$ cat config.mk
export PLATFORM = sky130hd
export DESIGN_NAME = lbbh_ram
export DESIGN_NICKNAME = d
export VERILOG_FILES = /design/src/rtl/lbbh_ram.sv
export SDC_FILE = /design/constraint.sdc
export NUM_CORES = 2
export LEC_CHECK = 0
export ABC_AREA = 1
export BUFFER_PORTS_ARGS = -buffer_cell sky130_fd_sc_hd__buf_2
export CAP_MARGIN = 20
export CELL_PAD_IN_SITES_DETAIL_PLACEMENT = 0
export CELL_PAD_IN_SITES_GLOBAL_PLACEMENT = 1
export CORE_MARGIN = 4
export CORE_UTILIZATION = 25
export CTS_CLUSTER_SIZE = 20
export DETAILED_ROUTE_END_ITERATION = 8
export GPL_TIMING_DRIVEN = 0
export PLACE_DENSITY = 0.48
export SYNTH_ARGS = -nofsm -noshare
export SYNTH_HDL_FRONTEND = slang
export SYNTH_SLANG_ARGS = --single-unit
export TNS_END_PERCENT = 5
$ cat constraint.sdc
create_clock -name clk_i -period 1.5 [get_ports clk_i]
set_input_delay 0.15 -clock clk_i [delete_from_list [all_inputs] [get_ports clk_i]]
set_output_delay 0.15 -clock clk_i [all_outputs]
set_load 0.1 [all_outputs]
$ cat src/rtl/lbbh_ram.sv
module lbbh_ram #(
  parameter int Width = 8,
  parameter int Depth = 256
) (
  input  logic                     clk_i,
  input  logic                     we_i,
  input  logic [$clog2(Depth)-1:0] waddr_i,
  input  logic [Width-1:0]         wdata_i,
  input  logic                     re_i,
  input  logic [$clog2(Depth)-1:0] raddr_i,
  output logic [Width-1:0]         rdata_o
);

  logic [Width-1:0] mem [Depth];

  // single write port, registered read returns old data on a collision
  always_ff @(posedge clk_i) begin
    if (we_i) begin
      mem[waddr_i] <= wdata_i;
    end
    if (re_i) begin
      rdata_o <= mem[raddr_i];
    end
  end

endmodule

# ---- Yosys cells after proc, flatten, opt, wreduce, memory -nomap -nowiden
# Memories as Yosys holds them, arrays and structs flattened. A register that Yosys moved wholly into a read port is not among the register bits.
# Cells that the tools add are included.
dict set report totals {
  latch_bits 0
  in_bits 27
  reg_bits 0
  mem_bits_ro 0
  mem_count 1
  out_inout_bits 8
  ramBits 2048
}
# memory depth width read_ports rd_ports_with_merged_regs write_ports line
set mem_list {}
lappend mem_list {mem 256 8 1 1 1 14} ;# logic [Width-1:0] mem [Depth];
dict set report op_classes {
  n_reduce_logical 0
  add_sub_neg 0
  eq_ne 0
  bitwise_logic 0
  mul 0
  order_cmp 0
  n_mux 2
  div_mod_pow 0
  n_shift 0
}
# op n
set op_table {}
lappend op_table {{$mux 1} 2}

# ---- Logic depth before layout (Yosys ltp)
dict set report logic_depth {
  ltp_word 2
  mapped_depth 15
  mapped_depth_nobuf 11
}

# ---- Worst setup path after synthesis
# Ideal clock, no wire load.
dict set report synth_timing {
  path_kind {input to register}
  start {input port we_i}
  end {memory mem[162][0], enable pin}
  stages 4
  setup_ns 0.370
  setup_slack_ns -0.141
  arrival_ns 1.271
  cell_sequence {clkbuf_1 > nand3_1 > clkbuf_1 > nor2_1}
}
dict set report synth_via {
  elab_chain_len 2
}
# element line
set synth_lines {}
lappend synth_lines {{start, declared} 6} ;# input logic we_i,
lappend synth_lines {{$mux 1} 18} ;# if (we_i) begin
lappend synth_lines {{$mux 1 (not written as such)} 19} ;# mem[waddr_i] <= wdata_i;
lappend synth_lines {{end, declared} 14}
# Every way passes these cells.

==> impl_results.rst <==
.. list-table::
   :header-rows: 1

   * - Metric
     - Value
   * - Status
     - finished, violations left
   * - Violated checks
     - negative setup slack
   * - Normalized max-slew margin
     - 0.158
   * - Hold Vio Cnt, Final
     - 0
   * - CTS clk-pin slew, worst paths
     - 0.06 ns
   * - Shortest clock period the worst path allows after layout
     - 1.97 ns
   * - Power Total
     - 131000 uW
   * - Clock skew after layout
     - 0.0417 ns
   * - Max-cap violations
     - 0
   * - Final net count
     - 7446
   * - Share of the yosys chip area belonging to registers
     - 0.740
   * - Total clock buffers created by CTS
     - 233
   * - Count of clock tree sinks
     - 2056
   * - Final setup violation count
     - 1186
   * - Cell breakdown of the critical path
     - buf_2 -> inv_2 -> buf_1 -> nand3_2 -> nand3_2 -> nand3_4 -> nand2_1 -> nand2_1 -> nand2_2
   * - Combinational family with the most area after synthesis
     - simple AND/OR/NAND/NOR gates
   * - Number of enable flip-flop cells after synthesis
     - 2056
   * - Critical-path maximum fanout
     - 10
   * - Final global-route overflow total
     - 0
   * - Share of the synthesized area in the top cell type
     - 0.740
   * - Category of the worst setup path launch point
     - primary input
   * - Starting utilization of the core area
     - 0.252
   * - Mean Syn Cell Area
     - 11.9 um2
   * - Die Y
     - 586 um
   * - Area of the mapped netlist
     - 83500 um2
   * - Cell types occupying the most area after synthesis
     - edfxtp_1, nand3_1, nand2_1
   * - Crit end category
     - register
   * - Routed vias/inst
     - 5.04
   * - Total Die Area
     - 343000 um2
   * - Count of buffers inserted at the top-level ports
     - 27
   * - Synthesized flop and latch total
     - 2056
   * - Global-route wire length before repair
     - 526 mm
   * - Initial antenna violation count
     - 30
   * - Synthesized netlist cell count
     - 7003
   * - Xor and xnor area share after synthesis
     - 0
   * - Ys flop type
     - edfxtp_1
   * - Top post-synthesis cells by count
     - nand2_1, edfxtp_1, nand3_1, nor2_1, buf_2
   * - Area of the core
     - 331000 um2
   * - Setup slack after layout
     - -0.474 ns
   * - Fraction of the core area covered by cells at the end of the flow
     - 0.309
   * - Setup Crit Path Kind
     - in -> reg
   * - Worst Max-Slew Pin Slew
     - 1.26 ns
   * - Most common cell in the synthesized netlist
     - nand2_1
   * - Critical-path cell with the highest stage delay
     - buf_1
   * - Crit path largest cell delay
     - 0.91 ns
   * - DR iter-0 viols
     - 7541
   * - Post-route fraction of the period consumed by the critical path
     - 1.32
   * - Top cell family by delay on the critical path
     - buffers and inverters
   * - Arrival time reported for the critical path endpoint
     - 2.73 ns
   * - Buffer and inverter count on the worst path
     - 3
   * - Post-synthesis mux area share
     - 0
   * - Horiz. Die Dim
     - 586 um
   * - Data required time at the worst endpoint
     - 2.26 ns
   * - Maximum clock rate
     - 507 MHz
   * - Total detailed-routing wirelength
     - 401 mm
   * - DRC violations left
     - 0
   * - Largest net degree at the start of global routing
     - 149
   * - Count of pins over their slew limit
     - 0
   * - Synthesized net count
     - 7030
   * - Final antenna-violating net count
     - 0
   * - Ports
     - 35
   * - Number of global-route vias before repair
     - 56910
   * - Root cell of the clock tree
     - clkbuf_16
   * - Routed vias
     - 60460
   * - Leakage power
     - 0.0351 uW
   * - Fraction of layout cells with a size suffix above 1
     - 0.187
   * - Fraction of the mapped netlist area in compound gates
     - 0
   * - Signed area change from the synthesized netlist to the final layout
     - 22.7%
   * - Post-synth cell types
     - 13
   * - Warnings, synthesis
     - 0
   * - Setup Total Neg Slack
     - -116.13 ns
   * - Clock tree from TritonCTS
     - done
   * - VDD IR-drop max
     - 0.986 mV
   * - Largest buffer count on any clock path
     - 4
   * - Pre-CTS worst setup slack
     - -2.51 ns
   * - Half-perimeter wire length of the detailed placement result
     - 284 mm
   * - Clk_lat worst skew
     - 0.90 ns
   * - Wire per inst
     - 33.5 um
   * - Power density over cell area
     - 1280 nW/um2
   * - Deepest level of the CTS H-tree
     - 4
   * - Number of search-and-repair iterations in the first detailed-routing pass
     - 6
   * - Post-synthesis adder-cell area fraction
     - 0
   * - Post-synthesis share of cell area spent on and, or, nand and nor gates
     - 0.229
   * - Placement Rows
     - 211
   * - Path category of the worst min-delay check
     - in -> reg
   * - Unrepaired setup endpoints after global routing
     - yes
   * - Top cell type by total area after synthesis
     - edfxtp_1
   * - Global placer's final weighted congestion
     - 0.960
   * - Overall track demand over capacity in global routing
     - 0.227
   * - Async S/R FF share, synth
     - 0
-- power by group --
part	internal, uW	switching, uW
clock	31800	24700
sequential	63400	41.0
combinational	2490	8750
-- final cells by class --
type                    instances  area, um2
diodes                         13       32.5
multi-input cells            4425      22100
clock inverters               132       1240
well taps                    4366       5460
flip-flops and latches       2056      61700
plain buffers                 483       3060
clock buffers                 291       6090
inverters                      39        149
fillers                     33280     229000
repair buffers                181       2520
-- worst register-to-register path: cells and delay by family, from the launching register on --
family / cells / cell delay (ns)
flops: 1 / 0.39
simple gates: 10 / 1.25
-- layer usage --
| layer | track usage | wire, um |
|---|---|---|
| met5 | 0.000560 | 372 |
| met1 | 0.304 | 166000 |
| met2 | 0.350 | 178000 |
| met3 | 0.0513 | 34800 |
| met4 | 0.106 | 21800 |
-- registers in the layout, summed over array words and instances, names as in the netlist --
| register | flops |
|---|---|
| rdata_o | 8 |
| mem | 2048 |
-- cells in the final DEF (no fill, tap or decap), drive strengths merged --
cell type	netlist	layout
clkinvlp	0	5
clkdlybuf4s15	0	14
buf	371	508
bufinv	0	18
nand3	2019	2019
clkbuf	112	417
edfxtp	2056	2056
dlygate4sd3	0	16
nor2	283	283
clkinv	0	105
diode	0	13
inv	39	43
nand2	2123	2123
-- stage by stage --
stage | cell area, um2 | hold WS, ns | cells
6_report | 102000 | 0.0726 | 11986
5_1_grt | 102000 | 0.0371 | 11976
4_1_cts | 102000 | 0.00207 | 11972
3_5_place_dp | 91300 | 0.491 | 11527
3_3_place_gp | 89100 | 0.475 | 11396
2_1_floorplan | 83500 | 0.249 | 7003
-- repair_timing --
action / 4_1_cts / 5_1_grt
hold buffers: 19 / 0
endpoints found under the hold margin: 703 / 0
endpoints found under the setup margin: 1282 / 1095
pin swaps: 106 / 29
buffers inserted: 3 / 0
gates resized for setup: 800 / 87
-- kinds of logic after synthesis --
group | after synthesis
buffers and inverters | 522
DFF | 2056
and+or+nand+nor | 4425
-- worst paths after layout --
path,from,endpoint,slack [ns],cells after the start
worst max-delay path,raddr_i[4],rdata_o[2],-0.47,9
worst min-delay path,raddr_i[6],rdata_o[7],0.07,6
worst min register to register,mem[114][3],rdata_o[3],1.20,10
worst max register to register,mem[192][1],rdata_o[1],-0.41,10
Note: power is estimated with default switching activity, not from simulation.
