File: config.mk
export PLATFORM = sky130hd
export DESIGN_NAME = lbbh_update
export DESIGN_NICKNAME = d
export VERILOG_FILES = /design/src/rtl/lbbh_pkg.sv /design/src/rtl/lbbh_update.sv
export SDC_FILE = /design/constraint.sdc
export NUM_CORES = 1
export LEC_CHECK = 0
export ABC_AREA = 0
export BUFFER_PORTS_ARGS = -buffer_cell sky130_fd_sc_hd__buf_2
export CAP_MARGIN = 20
export CORE_AREA = 4 4 119 121
export DETAILED_ROUTE_END_ITERATION = 10
export DIE_AREA = 0 0 123 125
export GPL_TIMING_DRIVEN = 0
export PLACE_DENSITY_LB_ADDON = 0.25
export SYNTH_ARGS = -nofsm -noshare
export SYNTH_HDL_FRONTEND = slang
export SYNTH_SLANG_ARGS = --single-unit
File: constraint.sdc
create_clock -name vclk -period 4.73
set_input_delay 0.946 -clock vclk [all_inputs]
set_output_delay 0.946 -clock vclk [all_outputs]
set_load 0.005 [all_outputs]
File: src/rtl/lbbh_pkg.sv
package lbbh_pkg;

  // table and field sizes
  localparam int LABEL_COUNT = 256;
  localparam int IDX_W       = $clog2(LABEL_COUNT);
  localparam int LABEL_W     = 8;
  localparam int OP_W        = 2;
  localparam int COORD_BITS  = 10;
  localparam int EXTENT_W    = COORD_BITS + 1;
  localparam int COUNT_BITS  = 30;
  localparam int AXES        = 3;

  // operation codes, code three is unused
  typedef enum logic [OP_W-1:0] {
    OP_ACCUM = 2'd0,
    OP_READ  = 2'd1,
    OP_CLEAR = 2'd2
  } op_e;

  typedef logic [COORD_BITS-1:0] coord_t;
  typedef logic [EXTENT_W-1:0]   extent_t;
  typedef logic [COUNT_BITS-1:0] count_t;

  // one label's stored statistics
  typedef struct packed {
    count_t               count;
    coord_t [AXES-1:0]    lo;
    coord_t [AXES-1:0]    hi;
  } entry_t;

  localparam int ENTRY_W = $bits(entry_t);

  // read response
  typedef struct packed {
    logic                 present;
    count_t               total;
    coord_t  [AXES-1:0]   low;
    extent_t [AXES-1:0]   extent;
  } result_t;

  // update stage output toward the table and the result register
  typedef struct packed {
    logic    wr_en;
    entry_t  wr_entry;
    result_t res;
  } upd_t;

endpackage

File: src/rtl/lbbh_update.sv
module lbbh_update
  import lbbh_pkg::*;
(
  input  logic [OP_W-1:0]    op_i,
  input  logic [LABEL_W-1:0] label_i,
  input  coord_t             coord_x_i,
  input  coord_t             coord_y_i,
  input  coord_t             coord_z_i,
  input  logic               seen_i,
  input  entry_t             entry_i,
  output upd_t               upd_o
);

  logic              label_ok;
  coord_t [AXES-1:0] pt;
  count_t            cnt_inc;

  assign label_ok = (label_i != '0) && (int'(label_i) < LABEL_COUNT);
  assign pt[0]    = coord_x_i;
  assign pt[1]    = coord_y_i;
  assign pt[2]    = coord_z_i;

  // saturating count
  assign cnt_inc = (entry_i.count == '1) ? entry_i.count : entry_i.count + count_t'(1);

  always_comb begin
    // merge the voxel into the entry, or start a fresh one
    upd_o.wr_en          = (op_i == OP_ACCUM) && label_ok;
    upd_o.wr_entry.count = seen_i ? cnt_inc : count_t'(1);
    for (int a = 0; a < AXES; a++) begin
      if (!seen_i) begin
        upd_o.wr_entry.lo[a] = pt[a];
        upd_o.wr_entry.hi[a] = pt[a];
      end else begin
        upd_o.wr_entry.lo[a] = (pt[a] < entry_i.lo[a]) ? pt[a] : entry_i.lo[a];
        upd_o.wr_entry.hi[a] = (pt[a] > entry_i.hi[a]) ? pt[a] : entry_i.hi[a];
      end
    end

    // read response, absent labels report all zero
    upd_o.res = '0;
    if (label_ok && seen_i) begin
      upd_o.res.present = 1'b1;
      upd_o.res.total   = entry_i.count;
      for (int a = 0; a < AXES; a++) begin
        upd_o.res.low[a]    = entry_i.lo[a];
        upd_o.res.extent[a] = {1'b0, entry_i.hi[a]} - {1'b0, entry_i.lo[a]} + extent_t'(1);
      end
    end
  end

endmodule

Word level (Yosys, flattened, before mapping)
Cells that the tools add are included.
{"block": "totals", "memories": 0, "ff_bits": 0, "mem_bits_ro": 0, "output_inout_bits": 185, "latchBits": 0, "ram_bits": 0, "wordCells": 33, "in_bits": 131}
{"block": "classes", "n_eq_ne": 1, "magnitude_cmp": 6, "n_mul": 0, "n_reduce_logical": 4, "n_addsub": 7, "div": 0, "muxes": 15, "shifts": 0, "n_bitwise": 0}
{"operator": "$mux 10", "count": 12}
{"operator": "$mux 94", "count": 1}
{"operator": "$mux 30", "count": 2}
{"operator": "$add 11x1->11 const B", "count": 3}
{"operator": "$sub 10x10->11", "count": 3}
{"operator": "$add 30x1->30 const B", "count": 1}
{"operator": "$eq 30x30->1 const B", "count": 1}
{"operator": "$gt 10x10->1", "count": 3}
{"operator": "$lt 10x10->1", "count": 3}
{"operator": "$reduce_bool 8->1", "count": 1}
{"operator": "$logic_and 1x1->1", "count": 2}
{"operator": "$logic_not 2->1", "count": 1}

Depth between registers and ports, before layout
Gate-level depths: netlist of the first run.
{"block": "logic_depth", "depth_word": 3, "ltp_mapped": 10, "depth_no_buf": 10}

Worst setup path after synthesis of the first run
OpenSTA, ideal clock, no wires.
{"block": "synth_path", "path_type": "in2out", "from": "input entry_i[11] (netlist bit)", "to": "output upd_o[20] (netlist bit)", "t_arrival_ns": 2.912, "required_ns": 3.784, "stages": 10, "path_buffers": 0, "setup_slack_ns": 0.872, "path_cell_list": "inv_1 > ha_1 > inv_1 > ha_1 > fa_1 > a21o_1 > a21o_1 > a2111oi_0 > o21bai_1 > mux2i_1"}
{"item": "from (decl)", "line_no": "lbbh_update.sv:10", "source": "input entry_t entry_i,"}
{"item": "to (decl)", "line_no": "lbbh_update.sv:11", "source": "output upd_t upd_o"}

==> flow_metrics.tcl, run 1 <==
set metrics [dict create \
    status "finished clean" \
    synth_area_leaders "ha_1 28%, mux2_2 13%, nor2_1 5.9%" \
    fmax_mhz 227.7 \
    final-seq-area_sq_um 0 \
    slowest_stage "a2111oi_0" \
    grt_pass1_vias 5763 \
    dieArea_sq_mm 0.01538 \
    worstPathMaxFanout 3 \
    routed_wl_um 18160 \
    postRouteAntennaNets 0 \
    dr.pass1.iters 6 \
    synth_commonest_cells "115 x ha_1, 81 x nor2_1, 78 x inv_1, 57 x mux2_2, 42 x a21oi_1" \
    seq_cell_count 0 \
    min_period_ns 4.392 \
    drive_above_1_share_pct 38.12 \
    nets 1261 \
    overflow 0 \
    synthCells 695 \
    die_x_um 123 \
    placedCellCount 1186 \
    use_met1_pct 27.83 \
    hold_buffers 0 \
    place_area_sq_mm 0.006918 \
    ys_types 52 \
    critical_path_arrival_ns 3.45 \
    yosysSeqAreaShare_pct 0 \
    cp_cell_sequence "buf_2, inv_1, ha_1, inv_1, ha_1, fa_1, a21o_1, a21o_1, a2111oi_0, o21bai_1, mux2i_1, buf_2" \
    cp_data_required_time_ns 3.78 \
    drt_iter0_markers 283 \
    drv_slew 0 \
    grt_antenna_before_repair 2 \
    dp_hpwl_um 15610 \
    io_pins 316 \
    end_kind "output pin" \
    synth_top_area_share_pct 28.10 \
    postCtsSetupBuffers 0 \
    syn_area_sq_mm 0.005121 \
    grt.met2_usage_pct 39.37 \
    finalPower_mw 0.7538 \
    final_cells 1186 \
    yosysTopAreaCell "ha_1" \
    grt_pass1_wl_um 28310 \
    crit_buf_inv 4 \
    slew_headroom_pct 29.32 \
    setup_tns_ns 0 \
    antennaDiodeCount 0 \
    synth_nets 944 \
    hold_viol 0 \
    setup_viol 0 \
    core_area_sq_mm 0.01309 \
    fin_util_pct 52.87 \
    die_y_um 125 \
    start_util_pct 39.14 \
    critPathLaunchType "input port" \
    cts_resized 0 \
    drc 0 \
    dr_total_vias 6176 \
    critPathMaxStageDelay_ns 0.51 \
    hp-class "input port to output pin" \
    irDropWorstVdd_v 0.00005564 \
    num_rows 42 \
    grtUsageMet3_pct 3.433 \
    port_buffers 315 \
    synth.most_common_cell "ha_1" \
    worst_pin_slew_ns 1.060 \
    yosysWarnings 0 \
    critPathTopFamily "compound AO/OA/AOI/OAI gates" \
    post-route-period-util_pct 92.86 \
    detail_route.vias_per_cell 5.207 \
    n_clock_buffer 0 \
    gp_congestion 0.8708 \
    maxCapViolations 0 \
    grt_usage_pct 21.68 \
    syn_to_final_growth_pct 35.08 \
    avgSynthCellArea_sq_um 7.369 \
    rsz0062_at_grt "no" \
    power.density_mw_per_mm2 109.0 \
    design_area_sq_mm 0.006918 \
    crit_type "input port to output pin" \
    wire_per_inst_um 15.32 \
    p_leak_nw 3.913 \
    grt_busiest_layer "met2" \
    grt_max_degree 11 \
]
routing by layer:
metal | part of all wire, % | wire, um | vias to the layer above
met1 | 43 | 7831 | 2784
met5 | 0.083 | 15 | -
met2 | 48 | 8796 | 231
met3 | 7.5 | 1357 | 18
met4 | 0.89 | 162 | 4
li1 | - | - | 3139
power by group:
part | switching, mW | internal [mW] | leakage [nW]
clock network | 0 | 0 | 0
registers | 0 | 0 | 0
logic | 0.393 | 0.361 | 3.91
cell type report:
class / instances / area (sq um)
fillers: 1365 / 6167
multi-input cells: 594 / 4730
repair buffers: 315 / 1577
plain buffers: 23 / 98.84
well taps: 176 / 220.2
inverters: 78 / 292.8
cell families (layout without fill, tap and decap cells):
group / after synthesis / count (layout) / share of synthesized area, %
AOI/OAI and AO/OA: 130 / 130 / 17.86
xor gates and xnor gates: 27 / 27 / 4.618
adders and majority gates: 118 / 118 / 29.27
buffers and inverters: 101 / 416 / 7.647
muxes: 70 / 70 / 15.07
and+or+nand+nor: 249 / 249 / 25.53
worst paths after layout:
path / slack, ns / cells past startpoint / from / end
max: 0.34 / 12 / entry_i[21] / upd_o[31]
min: 2.12 / 3 / op_i[0] / upd_o[184]
cells in the final DEF (no fill, tap or decap), drive strengths merged, types with 6 or more instances in the layout:
cell | netlist | final
a211oi | 13 | 13
a21o | 19 | 19
a21oi | 42 | 42
a31oi | 7 | 7
and2 | 40 | 40
and4 | 6 | 6
buf | 4 | 319
clkbuf | 19 | 19
ha | 115 | 115
inv | 78 | 78
mux2 | 57 | 57
mux2i | 13 | 13
nand2 | 24 | 24
nand2b | 11 | 11
nand3 | 23 | 23
nand4 | 18 | 18
nor2 | 81 | 81
nor3 | 15 | 15
o21ai | 17 | 17
o31ai | 7 | 7
or3 | 8 | 8
or4 | 7 | 7
xnor2 | 21 | 21
xor2 | 6 | 6
metrics by stage:
stage	hold slack, ns	worst slack (ns)
6_report	2.119	0.3377
5_1_grt	2.138	0.1406
4_1_cts	2.122	0.3244
3_5_place_dp	2.121	0.3666
3_3_place_gp	2.117	0.3517
2_1_floorplan	1.926	0.8724
Note: power is estimated with default switching activity, not from simulation.
==> inputs of run 2 (changes only) <==
--- a/config.mk
+++ b/config.mk
@@ -13,6 +13,7 @@
 export DIE_AREA = 0 0 123 125
 export GPL_TIMING_DRIVEN = 0
 export PLACE_DENSITY_LB_ADDON = 0.25
+export REMOVE_ABC_BUFFERS = 1
 export SYNTH_ARGS = -nofsm -noshare
 export SYNTH_HDL_FRONTEND = slang
 export SYNTH_SLANG_ARGS = --single-unit
==> run 2 against run 1 <==
- via count fell by 0.52%
- first-iteration DRC count fell by 25%
- die area unchanged
- core utilization unchanged
- total power is 0.22% lower
- non-clock buffer count shrank 19
- cell count fell by 1.6%
- final area is the same
- maximum frequency down 1.1%
- largest power group unchanged
- critical path type unchanged
- sequential share of layout area is the same
==> flow_metrics.tcl, run 2 (synthesis gave the netlist of run 1 again) <==
set metrics [dict create \
    status "finished clean" \
    crit_type "input port to output pin" \
    slew_headroom_pct 38.22 \
    critPathMostFrequentCell "buf_2" \
    holdPathEnd "upd_o[184]" \
    p_int_mw 0.3653 \
    final-seq-area_sq_um 0 \
    wire_per_inst_um 15.13 \
    met3WireLength_um 1211 \
    dp_hpwl_um 15190 \
    cp_data_required_time_ns 3.78 \
    placedCellCount 1167 \
    met1Wirelength_um 7561 \
    drc 0 \
    grt_max_degree 30 \
    finalPower_mw 0.7522 \
    post-route-period-util_pct 93.86 \
    power.density_mw_per_mm2 108.7 \
    worst_pin_slew_ns 0.9257 \
    io_pins 316 \
    routed_wl_um 17660 \
    end_kind "output pin" \
    antennaDiodeCount 0 \
    pwr-share-clk_pct 0 \
    switching_share_pct 51.43 \
    setup_viol 0 \
    power_frac_seq_pct 0 \
    multi_input_area_sq_mm 0.004741 \
    worstPathMaxFanout 25 \
    gp_congestion 0.8794 \
    cts_resized 0 \
    grt_usage_pct 21.38 \
    dr_total_vias 6144 \
    hold_path_depth 3 \
    top_layer "met4" \
    die_y_um 125 \
    slowest_stage "inv_1" \
    postCtsSetupBuffers 0 \
    hp-class "input port to output pin" \
    dr.pass1.iters 5 \
    nets 1242 \
    overflow 0 \
    n_clock_buffer 0 \
    critical_path_arrival_ns 3.49 \
    num_rows 42 \
    fin_util_pct 52.87 \
    power_switching_mw 0.3869 \
    maxCapViolations 0 \
    postRouteAntennaNets 0 \
    dieArea_sq_mm 0.01538 \
    grt_antenna_before_repair 0 \
    critPathMaxStageDelay_ns 0.59 \
    comb_power_share_pct 100.0 \
    final_cells 1167 \
    p_leak_nw 3.918 \
    hold_viol 0 \
    syn_to_final_growth_pct 35.08 \
    min_period_ns 4.440 \
    irDropWorstVdd_v 0.00005414 \
    core_area_sq_mm 0.01309 \
    seq_cell_count 0 \
    critPathLaunchType "input port" \
    cp_cell_sequence "buf_2, inv_1, or3_1, o31a_1, mux2_2, buf_2" \
    drv_slew 0 \
    start_util_pct 39.14 \
    hold_buffers 0 \
    die_x_um 123 \
    final_common_cell "buf_2" \
    fin_hold_ws_ns 2.115 \
    mostFrequentLayoutCells "316 x buf_2, 115 x ha_1, 81 x nor2_1" \
    nFillCells 1321 \
    hp-start "op_i[0]" \
    drt_iter0_markers 213 \
    fmax_mhz 225.2 \
    rsz0062_at_grt "no" \
    detail_route.vias_per_cell 5.265 \
    port_buffers 316 \
    drive_above_1_share_pct 39.05 \
    grt_pass1_vias 5937 \
    grt_pass1_wl_um 28040 \
    wl_met2_um 8534 \
]
run 2: cell types whose count changed in the layout (fill, tap and decap cells not counted), sizes merged:
cell / change
clkbuf: -19
run 2: metrics by stage:
| stage | instance area [sq um] | TNS (ns) | worst slack, ns |
|---|---|---|---|
| after floorplan | 5022 | -147.90 | -2.595 |
| after global placement | 6824 | -475.13 | -7.148 |
| after detailed placement | 6918 | 0 | 0.2070 |
| after CTS | 6918 | 0 | 0.2087 |
| after global routing | 6918 | 0 | 0.1109 |
| final | 6918 | 0 | 0.2904 |
run 2: area by class of cell:
type,count,share of cell area (%)
Timing Repair Buffer,319,24.06
Tap cell,176,3.183
Inverter,78,4.232
Multi-Input combinational cell,594,68.53
run 2: how the worst max path moves through the flow:
| stage | start | end | slack [ns] | depth (start not counted) |
|---|---|---|---|---|
| floorplan | label_i[5] | upd_o[0] | -2.60 | 4 |
| global placement | label_i[5] | upd_o[72] | -7.15 | 6 |
| detailed placement | seen_i | upd_o[112] | 0.21 | 6 |
| CTS | seen_i | upd_o[112] | 0.21 | 6 |
| global route | seen_i | upd_o[112] | 0.11 | 6 |
| finish | seen_i | upd_o[112] | 0.29 | 6 |
run 2: per-layer routing:
layer  vias to the layer above  global-route usage (%)
met2                       232                   39.21
met5                         -                       0
met3                        23                   2.258
met1                      2787                   27.01
li1                       3102                       -
met4                         0                   3.648
run 2: worst max-delay path, delay by kind of cell:
family	cells	cell delay [ns]
buffers and inverters	3	1.19
AND/OR/NAND/NOR	1	0.52
AO/OA/AOI/OAI	1	0.47
multiplexers	1	0.37
run 2: power by group through the flow:
stage	clock [mW]	combinational [mW]	sequential [mW]
floorplan	0	0.438	0
global placement	0	0.745	0
detailed placement	0	0.753	0
CTS	0	0.758	0
global route	0	0.848	0
finish	0	0.752	0
==> inputs of run 3 (changes only) <==
--- a/config.mk
+++ b/config.mk
@@ -13,6 +13,7 @@
 export DIE_AREA = 0 0 123 125
 export GPL_TIMING_DRIVEN = 0
 export PLACE_DENSITY_LB_ADDON = 0.25
+export RECOVER_POWER = 25
 export REMOVE_ABC_BUFFERS = 1
 export SYNTH_ARGS = -nofsm -noshare
 export SYNTH_HDL_FRONTEND = slang
==> run 3 against run 2 <==
- critical endpoint unchanged
- sequential share of layout area unchanged
- final area decreased by 0.89%
- count of clock-buffer cells in the layout stayed put
- total power decreased by 0.91%
- die area stayed put
- highest routed layer unchanged
==> flow_metrics.tcl, run 3 (synthesis gave the netlist of run 1 again) <==
set metrics [dict create \
    min_period_ns 4.452 \
    irDropWorstVdd_v 0.00005423 \
    setup_viol 0 \
    syn_to_final_growth_pct 33.89 \
    pwr-share-clk_pct 0 \
    critPathMaxStageDelay_ns 0.59 \
    postCtsSetupBuffers 0 \
    final_common_cell "buf_2" \
    p_leak_nw 3.790 \
    core_area_sq_mm 0.01309 \
    critPathMostFrequentCell "buf_2" \
    die_x_um 123 \
    io_pins 316 \
    post-route-period-util_pct 94.12 \
    maxCapViolations 0 \
    comb_power_share_pct 100.0 \
    start_util_pct 39.14 \
    status "finished clean" \
    overflow 0 \
    grt_pass1_vias 5937 \
    dp_hpwl_um 15190 \
    port_buffers 316 \
    critPathLaunchType "input port" \
    rsz0062_at_grt "no" \
    cts_resized 0 \
    grt_max_degree 30 \
    grt_pass1_wl_um 28040 \
    antennaDiodeCount 0 \
    power_switching_mw 0.3874 \
    n_clock_buffer 0 \
    dr_total_vias 6152 \
    final_cells 1167 \
    power_frac_seq_pct 0 \
    drv_slew 0 \
    switching_share_pct 51.98 \
    num_rows 42 \
    drive_above_1_share_pct 35.32 \
    end_kind "output pin" \
    power.density_mw_per_mm2 108.7 \
    crit_type "input port to output pin" \
    design_area_sq_mm 0.006857 \
    routed_wl_um 17690 \
    cp_data_required_time_ns 3.78 \
    drt_iter0_markers 218 \
    die_y_um 125 \
    grt_antenna_before_repair 0 \
    wire_per_inst_um 15.16 \
    worstPathMaxFanout 25 \
    setup_tns_ns 0 \
    hp-class "input port to output pin" \
    gp_congestion 0.8794 \
    mostFrequentLayoutCells "275 x buf_2, 115 x ha_1, 81 x nor2_1" \
    dr.pass1.iters 4 \
    cp_cell_sequence "buf_2, inv_1, or3_1, o31a_1, mux2_2, buf_2" \
    fmax_mhz 224.6 \
    finalPower_mw 0.7453 \
    slowest_stage "inv_1" \
    grt_usage_pct 21.38 \
    hold_buffers 0 \
    place_area_sq_mm 0.006918 \
    final-seq-area_sq_um 0 \
    nets 1242 \
    worst_pin_slew_ns 0.9698 \
    placedCellCount 1167 \
    crit_buf_inv 3 \
    p_int_mw 0.3579 \
    dieArea_sq_mm 0.01538 \
    postRouteAntennaNets 0 \
    detail_route.vias_per_cell 5.272 \
    seq_cell_count 0 \
    hold_viol 0 \
    slew_headroom_pct 35.24 \
    critical_path_arrival_ns 3.51 \
    drc 0 \
    critPathTopFamily "buffers and inverters" \
]
-- run 3: metal layers --
layer  track usage [%]  vias to the layer above  wire length (um)
met5                 0                        -                 0
met4             3.648                        0               344
met3             2.258                       20              1288
met2             39.21                      244              8518
met1             27.01                     2788              7536
li1                  -                     3100                 -
-- run 3: final cells by class --
type,count,area (sq um)
fill,1340,6228
multi-input combinational,594,4738
timing repair buffer,319,1605
inverter,78,292.8
tap,176,220.2
-- run 3: through the flow --
| step | hold slack [ns] | setup slack, ns | util [%] |
|---|---|---|---|
| after floorplan | 1.926 | -2.595 | - |
| after global placement | 2.116 | -7.148 | 52.15 |
| after detailed placement | 2.117 | 0.2070 | 52.87 |
| after CTS | 2.118 | 0.2087 | 52.87 |
| after global routing | 2.109 | 0.09882 | 52.40 |
| final | 2.095 | 0.2781 | 52.40 |
-- run 3: path summary, 6_finish.rpt --
path	start	endpoint	slack [ns]	cells after the start
worst min-delay path	op_i[0]	upd_o[184]	2.10	3
worst max-delay path	seen_i	upd_o[112]	0.28	6
-- run 3: tightest hold or removal path, cell delays in order --
cell and delay (ns):
buf_2 0.07, nor3_1 0.04, clkbuf_1 0.09
-- run 3: power by group through the flow --
stage | clock network (mW) | registers, mW | logic, mW
final | 0 | 0 | 0.745
after global routing | 0 | 0 | 0.841
after CTS | 0 | 0 | 0.758
after detailed placement | 0 | 0 | 0.753
after global placement | 0 | 0 | 0.745
after floorplan | 0 | 0 | 0.438
